==> config.mk <==
export PLATFORM = sky130hd
export DESIGN_NAME = pinball_io_register_block_flat
export DESIGN_NICKNAME = d
export VERILOG_FILES = /design/src/design/pinio_pkg.sv /design/src/design/pinio_if.sv /design/src/design/pinio_decode.sv /design/src/design/pinball_io_register_block.sv /design/src/flat_wrapper.sv
export SDC_FILE = /design/constraint.sdc
export NUM_CORES = 1
export LEC_CHECK = 0
export BUFFER_PORTS_ARGS = -buffer_cell sky130_fd_sc_hd__buf_2
export CORE_MARGIN = 2
export CORE_UTILIZATION = 50
export CTS_BUF_LIST = sky130_fd_sc_hd__clkbuf_2
export DETAILED_ROUTE_END_ITERATION = 6
export GPL_ROUTABILITY_DRIVEN = 1
export PLACE_DENSITY = 0.79
export SETUP_SLACK_MARGIN = 0.4
export SLEW_MARGIN = 20
export SYNTH_ARGS = -nofsm -noshare
export SYNTH_HDL_FRONTEND = slang
export SYNTH_SLANG_ARGS = --single-unit
==> constraint.sdc <==
create_clock -name clk -period 3.2 [get_ports clk]
set_input_delay 0.32 -clock clk [delete_from_list [all_inputs] [get_ports clk]]
set_output_delay 0.32 -clock clk [all_outputs]
set_load 0.01 [all_outputs]
==> src/design/pinio_pkg.sv <==
`default_nettype none
package pinio_pkg;

	// Item kinds on the command channel
	localparam logic [1:0] OP_WRITE      = 2'd0;
	localparam logic [1:0] OP_READ       = 2'd1;
	localparam logic [1:0] OP_TIMER      = 2'd2;
	localparam logic [1:0] OP_ZERO_CROSS = 2'd3;

	// Register offsets in the I/O window
	localparam logic [3:0] OFF_DIAG_DIGIT = 4'h2;
	localparam logic [3:0] OFF_CONT_SOL   = 4'h3;
	localparam logic [3:0] OFF_MATRIX     = 4'h4;
	localparam logic [3:0] OFF_SOUND      = 4'h5;
	localparam logic [3:0] OFF_HK_RELEASE = 4'h6;
	localparam logic [3:0] OFF_ZC_CLEAR   = 4'h7;
	localparam logic [3:0] OFF_LED_OFF    = 4'h8;
	localparam logic [3:0] OFF_LED_ON     = 4'h9;
	localparam logic [3:0] OFF_IRQ_ACK    = 4'ha;
	localparam logic [3:0] OFF_SEG_READ   = 4'hb;
	localparam logic [3:0] OFF_SOL_IDLE_D = 4'hd;
	localparam logic [3:0] OFF_SOL_IDLE_E = 4'he;
	localparam logic [3:0] OFF_SWITCH     = 4'hf;

	localparam int          NumDigits    = 5;
	localparam int          NumGroups    = 7;
	localparam logic [2:0]  LastBeat     = 3'(NumDigits - 1);
	localparam logic [3:0]  TestColumn   = 4'hf;
	localparam logic [7:0]  HkReleaseKey = 8'hff;
	localparam logic [7:0]  BusIdleByte  = 8'hff;
	localparam logic [1:0]  DividerTop   = 2'd3;

	typedef struct packed {
		logic [1:0]  op;
		logic [3:0]  offset;
		logic [7:0]  wdata;
		logic [3:0]  scan_column;
		logic [7:0]  switch_byte;
		logic        self_test;
		logic [2:0]  digit_column;
		logic [39:0] digit_bytes;
	} cmd_item_t;

	typedef struct packed {
		logic [7:0]  read_data;
		logic        command_irq;
		logic        housekeeping_irq;
		logic        housekeeping_run;
		logic        sound_strobe;
		logic [31:0] solenoid_bits;
		logic [17:0] solenoid_bits_high;
		logic [6:0]  diag_segments;
		logic        seg_valid;
		logic [5:0]  seg_index;
		logic [9:0]  seg_word;
		logic        last;
	} res_item_t;

	typedef struct packed {
		logic [1:0]  tick_divider;
		logic        command_irq_level;
		logic        zero_cross_irq_level;
		logic        housekeeping_released;
		logic [6:0]  diag_digit_segments;
		logic        diag_led_enabled;
		logic        display_blanked;
		logic [31:0] solenoid_low_word;
		logic [17:0] solenoid_high_word;
	} state_t;

	function automatic logic [6:0] hex_segments(input logic [3:0] nib);
		logic [6:0] seg;
		unique case (nib)
			4'h0: seg = 7'h3f;
			4'h1: seg = 7'h06;
			4'h2: seg = 7'h5b;
			4'h3: seg = 7'h4f;
			4'h4: seg = 7'h66;
			4'h5: seg = 7'h6d;
			4'h6: seg = 7'h7d;
			4'h7: seg = 7'h07;
			4'h8: seg = 7'h7f;
			4'h9: seg = 7'h6f;
			4'ha: seg = 7'h77;
			4'hb: seg = 7'h7c;
			4'hc: seg = 7'h39;
			4'hd: seg = 7'h5e;
			4'he: seg = 7'h79;
			4'hf: seg = 7'h71;
			default: seg = 7'h00;
		endcase
		return seg;
	endfunction

endpackage
`default_nettype wire

==> src/design/pinio_if.sv <==
`default_nettype none
interface pinio_cmd_if;
	logic                  valid;
	logic                  ready;
	pinio_pkg::cmd_item_t  payload;

	modport source (output valid, output payload, input ready);
	modport sink (input valid, input payload, output ready);
endinterface

interface pinio_res_if;
	logic                  valid;
	logic                  ready;
	pinio_pkg::res_item_t  payload;

	modport source (output valid, output payload, input ready);
	modport sink (input valid, input payload, output ready);
endinterface
`default_nettype wire

==> src/design/pinio_decode.sv <==
`default_nettype none
module pinio_decode (
	input  wire pinio_pkg::cmd_item_t item,
	input  wire pinio_pkg::state_t    state,
	input  wire logic [2:0]           beat,
	input  wire logic                 beat_last,
	output pinio_pkg::state_t         state_next,
	output pinio_pkg::res_item_t      result
);

	logic [7:0]  rd;
	logic        snd;
	logic        seg_burst;
	logic [7:0]  code;
	logic [2:0]  grp;
	logic        hit;
	logic [2:0]  bit_idx;
	logic [41:0] mat_cur;
	logic [41:0] mat_next;
	logic [pinio_pkg::NumDigits-1:0][7:0] bytes_a;
	logic [7:0]  seg_byte;

	assign bytes_a  = item.digit_bytes;
	assign seg_byte = bytes_a[beat];
	assign seg_burst = (item.op == pinio_pkg::OP_READ) && (item.offset == pinio_pkg::OFF_SEG_READ);

	// Matrix code: group from bits 7..3, a bit is set only for low bits 1..6
	// in the block of eight that belongs to the group.
	assign code = item.wdata;
	always_comb begin
		priority if (code[7:6] != 2'b00 || code[5:3] == 3'd7) begin
			grp = 3'd6;
		end else if (code[5:4] == 2'b00) begin
			grp = 3'd0;
		end else begin
			grp = code[5:3] - 3'd1;
		end
	end
	assign hit     = (code[7:3] == {2'b00, grp + 3'd1}) && (code[2:0] != 3'd0)
		&& (code[2:0] != 3'd7);
	assign bit_idx = code[2:0] - 3'd1;
	assign mat_cur = {state.solenoid_high_word, state.solenoid_low_word[31:8]};

	always_comb begin
		mat_next = mat_cur;
		if (code == 8'h00) begin
			mat_next = '0;
		end else begin
			for (int g = 0; g < pinio_pkg::NumGroups; g++) begin
				if (grp == 3'(g)) begin
					mat_next[6*g +: 6] = hit ? (6'b000001 << bit_idx) : 6'b000000;
				end
			end
		end
	end

	always_comb begin
		state_next = state;
		rd  = 8'h00;
		snd = 1'b0;
		unique case (item.op)
			pinio_pkg::OP_WRITE: begin
				unique case (item.offset)
					pinio_pkg::OFF_DIAG_DIGIT: begin
						state_next.diag_digit_segments = pinio_pkg::hex_segments(item.wdata[7:4]);
						state_next.display_blanked     = ~item.wdata[0];
					end
					pinio_pkg::OFF_CONT_SOL: begin
						state_next.solenoid_low_word[7:0] = item.wdata;
					end
					pinio_pkg::OFF_MATRIX: begin
						state_next.solenoid_low_word[31:8] = mat_next[23:0];
						state_next.solenoid_high_word      = mat_next[41:24];
					end
					pinio_pkg::OFF_SOUND: begin
						snd = 1'b1;
					end
					pinio_pkg::OFF_HK_RELEASE: begin
						if (item.wdata == pinio_pkg::HkReleaseKey) begin
							state_next.housekeeping_released = 1'b1;
						end
					end
					pinio_pkg::OFF_ZC_CLEAR: state_next.zero_cross_irq_level = 1'b0;
					pinio_pkg::OFF_LED_OFF:  state_next.diag_led_enabled = 1'b0;
					pinio_pkg::OFF_LED_ON:   state_next.diag_led_enabled = 1'b1;
					default: ;
				endcase
			end
			pinio_pkg::OP_READ: begin
				unique case (item.offset)
					pinio_pkg::OFF_IRQ_ACK: begin
						state_next.command_irq_level = 1'b0;
						rd = pinio_pkg::BusIdleByte;
					end
					pinio_pkg::OFF_SEG_READ,
					pinio_pkg::OFF_SOL_IDLE_D,
					pinio_pkg::OFF_SOL_IDLE_E: rd = pinio_pkg::BusIdleByte;
					pinio_pkg::OFF_SWITCH: begin
						rd = {item.switch_byte[7]
							| ((item.scan_column == pinio_pkg::TestColumn) & item.self_test),
							item.switch_byte[6:0]};
					end
					default: ;
				endcase
			end
			pinio_pkg::OP_TIMER: begin
				if (state.tick_divider == pinio_pkg::DividerTop) begin
					state_next.tick_divider      = 2'd0;
					state_next.command_irq_level = 1'b1;
				end else begin
					state_next.tick_divider = state.tick_divider + 2'd1;
				end
			end
			pinio_pkg::OP_ZERO_CROSS: state_next.zero_cross_irq_level = 1'b1;
			default: ;
		endcase
	end

	always_comb begin
		result.read_data          = rd;
		result.command_irq        = state_next.command_irq_level;
		result.housekeeping_irq   = state_next.zero_cross_irq_level;
		result.housekeeping_run   = state_next.housekeeping_released;
		result.sound_strobe       = snd;
		result.solenoid_bits      = state_next.solenoid_low_word;
		result.solenoid_bits_high = state_next.solenoid_high_word;
		result.diag_segments      = state_next.diag_led_enabled
			? state_next.diag_digit_segments : 7'h00;
		result.seg_valid          = seg_burst;
		result.seg_index          = seg_burst ? {beat, item.digit_column} : 6'd0;
		result.seg_word           = (seg_burst && !state.display_blanked)
			? {seg_byte[7], seg_byte[7], 1'b0, seg_byte[6:0]} : 10'd0;
		result.last               = beat_last;
	end

endmodule
`default_nettype wire

==> src/design/pinball_io_register_block.sv <==
`default_nettype none
// Channel | Dir | Payload              | Handshake
// cmd     | in  | pinio_pkg::cmd_item_t | valid/ready, transfer when both high
// res     | out | pinio_pkg::res_item_t | valid/ready, transfer when both high
//
// An accepted item sits in an input register; decode logic feeds a result register.
// Each item gives one result; a read of the segment register emits five results.
// The result register lets the next item be taken while a result waits for its transfer.
// arst_n clears the I/O state with the tick divider, the beat counter and both valid flags.
// A stalled result holds the input register, which then stalls cmd.
module pinball_io_register_block (
	input  wire logic      clk,
	input  wire logic      arst_n,
	pinio_cmd_if.sink      cmd,
	pinio_res_if.source    res
);

	pinio_pkg::cmd_item_t cmd_s1;
	logic                 cmd_valid_s1;
	logic [2:0]           beat_q;
	pinio_pkg::state_t    state_q;
	pinio_pkg::state_t    state_next;
	pinio_pkg::res_item_t result;
	pinio_pkg::res_item_t res_q;
	logic                 res_valid_q;
	logic                 load;
	logic                 seg_burst;
	logic                 beat_last;

	assign load      = cmd_valid_s1 && (!res_valid_q || res.ready);
	assign seg_burst = (cmd_s1.op == pinio_pkg::OP_READ)
		&& (cmd_s1.offset == pinio_pkg::OFF_SEG_READ);
	assign beat_last = !seg_burst || (beat_q == pinio_pkg::LastBeat);
	assign cmd.ready = !cmd_valid_s1 || (load && beat_last);

	pinio_decode u_decode (
		.item       (cmd_s1),
		.state      (state_q),
		.beat       (beat_q),
		.beat_last  (beat_last),
		.state_next (state_next),
		.result     (result)
	);

	always_ff @(posedge clk or negedge arst_n) begin
		if (!arst_n) begin
			cmd_valid_s1 <= 1'b0;
			beat_q       <= 3'd0;
			state_q      <= '0;
			res_valid_q  <= 1'b0;
		end else begin
			if (cmd.valid && cmd.ready) begin
				cmd_valid_s1 <= 1'b1;
			end else if (load && beat_last) begin
				cmd_valid_s1 <= 1'b0;
			end
			if (load) begin
				beat_q <= beat_last ? 3'd0 : beat_q + 3'd1;
			end
			if (load && beat_last) begin
				state_q <= state_next;
			end
			if (load) begin
				res_valid_q <= 1'b1;
			end else if (res.ready) begin
				res_valid_q <= 1'b0;
			end
		end
	end

	always_ff @(posedge clk) begin
		if (cmd.valid && cmd.ready) begin
			cmd_s1 <= cmd.payload;
		end
		if (load) begin
			res_q <= result;
		end
	end

	assign res.valid   = res_valid_q;
	assign res.payload = res_q;

endmodule
`default_nettype wire

==> src/flat_wrapper.sv <==
// flat-port wrapper written by rule: the top's interface ports become plain ports
module pinball_io_register_block_flat 
  (clk, arst_n, cmd_valid, cmd_payload, cmd_ready, res_valid, res_payload, res_ready);
  pinio_cmd_if cmd_i ();
  pinio_res_if res_i ();
  input  wire logic clk;
  input  wire logic arst_n;
  input wire logic [$bits(cmd_i.valid)-1:0] cmd_valid;
  input wire logic [$bits(cmd_i.payload)-1:0] cmd_payload;
  output wire logic [$bits(cmd_i.ready)-1:0] cmd_ready;
  output wire logic [$bits(res_i.valid)-1:0] res_valid;
  output wire logic [$bits(res_i.payload)-1:0] res_payload;
  input wire logic [$bits(res_i.ready)-1:0] res_ready;
  assign cmd_i.valid = cmd_valid;
  assign cmd_i.payload = cmd_payload;
  assign cmd_ready = cmd_i.ready;
  assign res_valid = res_i.valid;
  assign res_payload = res_i.payload;
  assign res_i.ready = res_ready;
  pinball_io_register_block u_core (.clk(clk), .arst_n(arst_n), .cmd(cmd_i), .res(res_i));
endmodule
==> results.py <==
metrics = {
    "run_status": {
        "outcome": "complete, no violations",
    },
    "sta": {
        "finalMaxSlewViolations": 0,
        "rsz0062_at_grt": "yes",
        "relSlewSlack_pct": 27.3,
        "finClkSkew_ns": 0.0812,
        "setup_viol": 0,
        "finalHoldViolations": 0,
        "worst_pin_slew_ns": 1.08,
        "layout_min_cycle_time_ns": 3.01,
        "tns_ns": 0,
        "fin_crit_sh_pct": 94.1,
        "fmax_mhz": 332,
    },
    "placed_design": {
        "gp_congestion": 0.821,
        "portBuffers": 161,
        "placed_cell_area_sq_um": 11000,
        "dp_hpwl_mm": 14.4,
    },
    "final_layout": {
        "design_area_sq_um": 12800,
        "register_area_sq_um": 6520,
        "area_growth_pct": 32.6,
        "nFillCells": 1280,
        "multiInputGateArea_sq_um": 3430,
        "layout-drive-gt1-share_pct": 39.2,
        "final_nets": 1108,
    },
    "power": {
        "power_leakage_uw": 0.00531,
        "peakVddDrop_v": 0.000336,
        "power_density_nw_per_um2": 500,
    },
    "route": {
        "antenna_left": 0,
        "totalWireLength_mm": 23.9,
        "wire_per_inst_um": 18.1,
        "drtPass1Iterations": 5,
        "vias_per_cell": 5.31,
        "drc": 0,
        "num_vias": 7001,
        "drtIter0Drc": 440,
    },
    "clock_network": {
        "clockBufferDepth": 3,
        "cts_made_buffers": 56,
        "clockRootBuffer": "clkbuf_2",
        "h-tree-depth": 2,
        "cts_tree": "done",
        "clkLatencyLatePin_ns": 0.86,
        "clkSinkCount": 231,
        "cts.clk_slew.worst_paths_ns": 0.11,
    },
    "critical_path": {
        "crit_type": "register to register",
        "path_max_fanout": 5,
        "path_delay_family": "simple AND/OR/NAND/NOR gates",
        "critPathSlowestCell": "or4_4",
        "worstPathRequired_ns": 3.85,
        "cpPeakStageDelay_ns": 0.55,
        "crit_path_cell_trace": "ha_2 > and2b_1 > nor2_1 > or2_4 > inv_4 > ha_4 > ha_4 > xor2_4 > o311ai_4 > or4_4 > or2_4 > o21ai_1",
        "arrival_ns": 3.67,
        "critPathCaptureType": "register",
        "reg2reg_slack_ns": 0.19,
        "startpoint_type": "register",
        "critPathBufInv": 1,
    },
    "floorplan": {
        "die_h_um": 143,
        "row_count": 50,
        "io_pins": 163,
        "die_w_um": 143,
        "coreArea_sq_um": 18800,
        "initial_utilization_pct": 51.4,
        "die-area_sq_um": 20500,
    },
    "grt": {
        "antenna_found_initial": 1,
        "grt_start_max_net_pins": 63,
        "track_usage_pct": 23.4,
        "first_global_vias": 7194,
        "grt.overflow.total": 0,
        "grt_pass1_wl_mm": 36.7,
    },
    "logic_synthesis": {
        "avgSynthCellArea_sq_um": 13.9,
        "syn_area_sq_um": 9680,
        "syn_nets": 793,
        "yosysSeqAreaShare_pct": 67.4,
        "yosysUniqueCellTypes": 68,
        "synth_seq_cells": 231,
        "netlist_instances": 697,
        "yosysTopAreaCellShare_pct": 48.1,
        "synth.area.top_cells": "edfxtp_1 (48%), dfrtp_1 (18%), nand2_1 (3.9%), o2bb2ai_1 (3.0%), ha_1 (2.8%)",
        "synth_ff_type": "edfxtp_1",
        "synth_edf_count": 155,
        "synth-async-reset-ratio_pct": 29.9,
        "yosys.area.top_type": "edfxtp_1",
        "yosysWarnings": 0,
    },
    "hold_path": {
        "hold_class": "input pin to async pin",
    },
    "job": {
        "cap_violations": 0,
    },
}
final timing paths:
check / start / to / depth (start not counted)
worst max-delay path: u_core.cmd_s1[59]$_DFFE_PP_ / u_core.res.payload[56]$_DFFE_PP_ / 12
worst min-delay path: arst_n / u_core.state_q[13]$_DFFE_PN0P_ / 2
worst max register to register: u_core.cmd_s1[59]$_DFFE_PP_ / u_core.res.payload[56]$_DFFE_PP_ / 12
worst min register to register: register / u_core.state_q[58]$_DFFE_PN0P_ / 1
max in group asynchronous: arst_n / u_core.state_q[23]$_DFFE_PN0P_ / 3
min in group clk: cmd_payload[23] / u_core.cmd_s1[23]$_DFFE_PP_ / 2
placed cells by master, fill, tap and decap left out, drive strengths merged, types with 21 or more instances in the layout:
master / n
buf: 206
clkbuf: 80
clkinv: 22
dfrtp: 69
dlygate4sd3: 73
edfxtp: 155
ha: 22
inv: 26
mux2: 21
nand2: 101
nor2: 30
o21ai: 62
o2bb2ai: 36
final cells by class:
class                   count  share of cell area (%)
flip-flops and latches    231                    50.8
multi-input cells         418                    26.7
repair buffers            279                    15.1
clock buffers              80                    3.12
well taps                 260                    2.53
inverters                  26                   0.858
clock inverters            24                   0.838
diodes                      1                  0.0195
through the flow:
stage	util [%]	hold slack, ns	power (uW)	cells	setup slack, ns
5_1_grt	68.2	0.0499	6730	1319	0.0522
3_5_place_dp	58.3	0.433	4470	1123	-0.0321
6_report	68.2	0.132	6420	1319	0.187
4_1_cts	66.8	0.0725	6420	1310	0.146
2_1_floorplan	-	0.0244	4150	697	0.191
3_3_place_gp	58.3	0.432	4440	1123	0.0917
sequential cells by signal (all words and copies together) (netlist names), named ones only:
signal               flops
u_core.beat_q            3
u_core.cmd_s1           70
u_core.cmd_valid_s1      1
u_core.res.payload      85
u_core.res.valid         1
u_core.state_q          64
power breakdown:
part / switching [uW] / internal (uW) / leakage (uW) / total, uW
logic: 506 / 394 / 0.00241 / 899
registers: 121 / 3510 / 0.00252 / 3630
clock network: 1200 / 695 / 0.000383 / 1890
total: 1820 / 4600 / 0.00531 / 6420
logic make-up after synthesis:
logic type / count (synthesis) / share of synthesized area (%)
AOI/OAI and AO/OA: 150 / 11.4
xor gates and xnor gates: 3 / 0.465
adders and majority gates: 22 / 2.84
buffers and inverters: 48 / 2.25
DFF: 231 / 67.4
muxes: 44 / 5.86
other: 1 / 0.0387
and+or+nand+nor: 198 / 9.76
timing repair:
action | in CTS | in global routing
resized for setup | 77 | 34
setup buffers | 10 | 8
hold buffers | 73 | 0
endpoints found under the hold margin | 121 | 0
pin swaps | 20 | 12
endpoints found under the setup margin | 85 | 89
synthesized netlist by cell type (9+ instances only):
library cell and count:
nor2_1 29, nand3_1 9, o21ai_0 46, o21ai_1 12
edfxtp_1 155, mux2_2 21, ha_1 22, mux2i_1 15
nand2_1 101, dfrtp_1 69, nand2b_1 9, inv_1 26
o2bb2ai_1 33, a22oi_1 11, nor3_1 9
worst reg2reg max path, stage by stage, from the launching register on:
cell and delay, ns:
edfxtp_1 0.44, ha_2 0.22, and2b_1 0.20, nor2_1 0.05
or2_4 0.25, inv_4 0.06, ha_4 0.13, ha_4 0.21
xor2_4 0.15, o311ai_4 0.16, or4_4 0.55, or2_4 0.33
o21ai_1 0.13
metal layers:
metal  part of all wire [%]  track usage, %  vias up
met2                     53            41.5      319
met3                    7.2            5.90       71
li1                       -               -     3256
met5                      0               0        -
met4                    3.3            10.5        0
met1                     37            26.6     3355
Power figures use the tool's default switching activity.
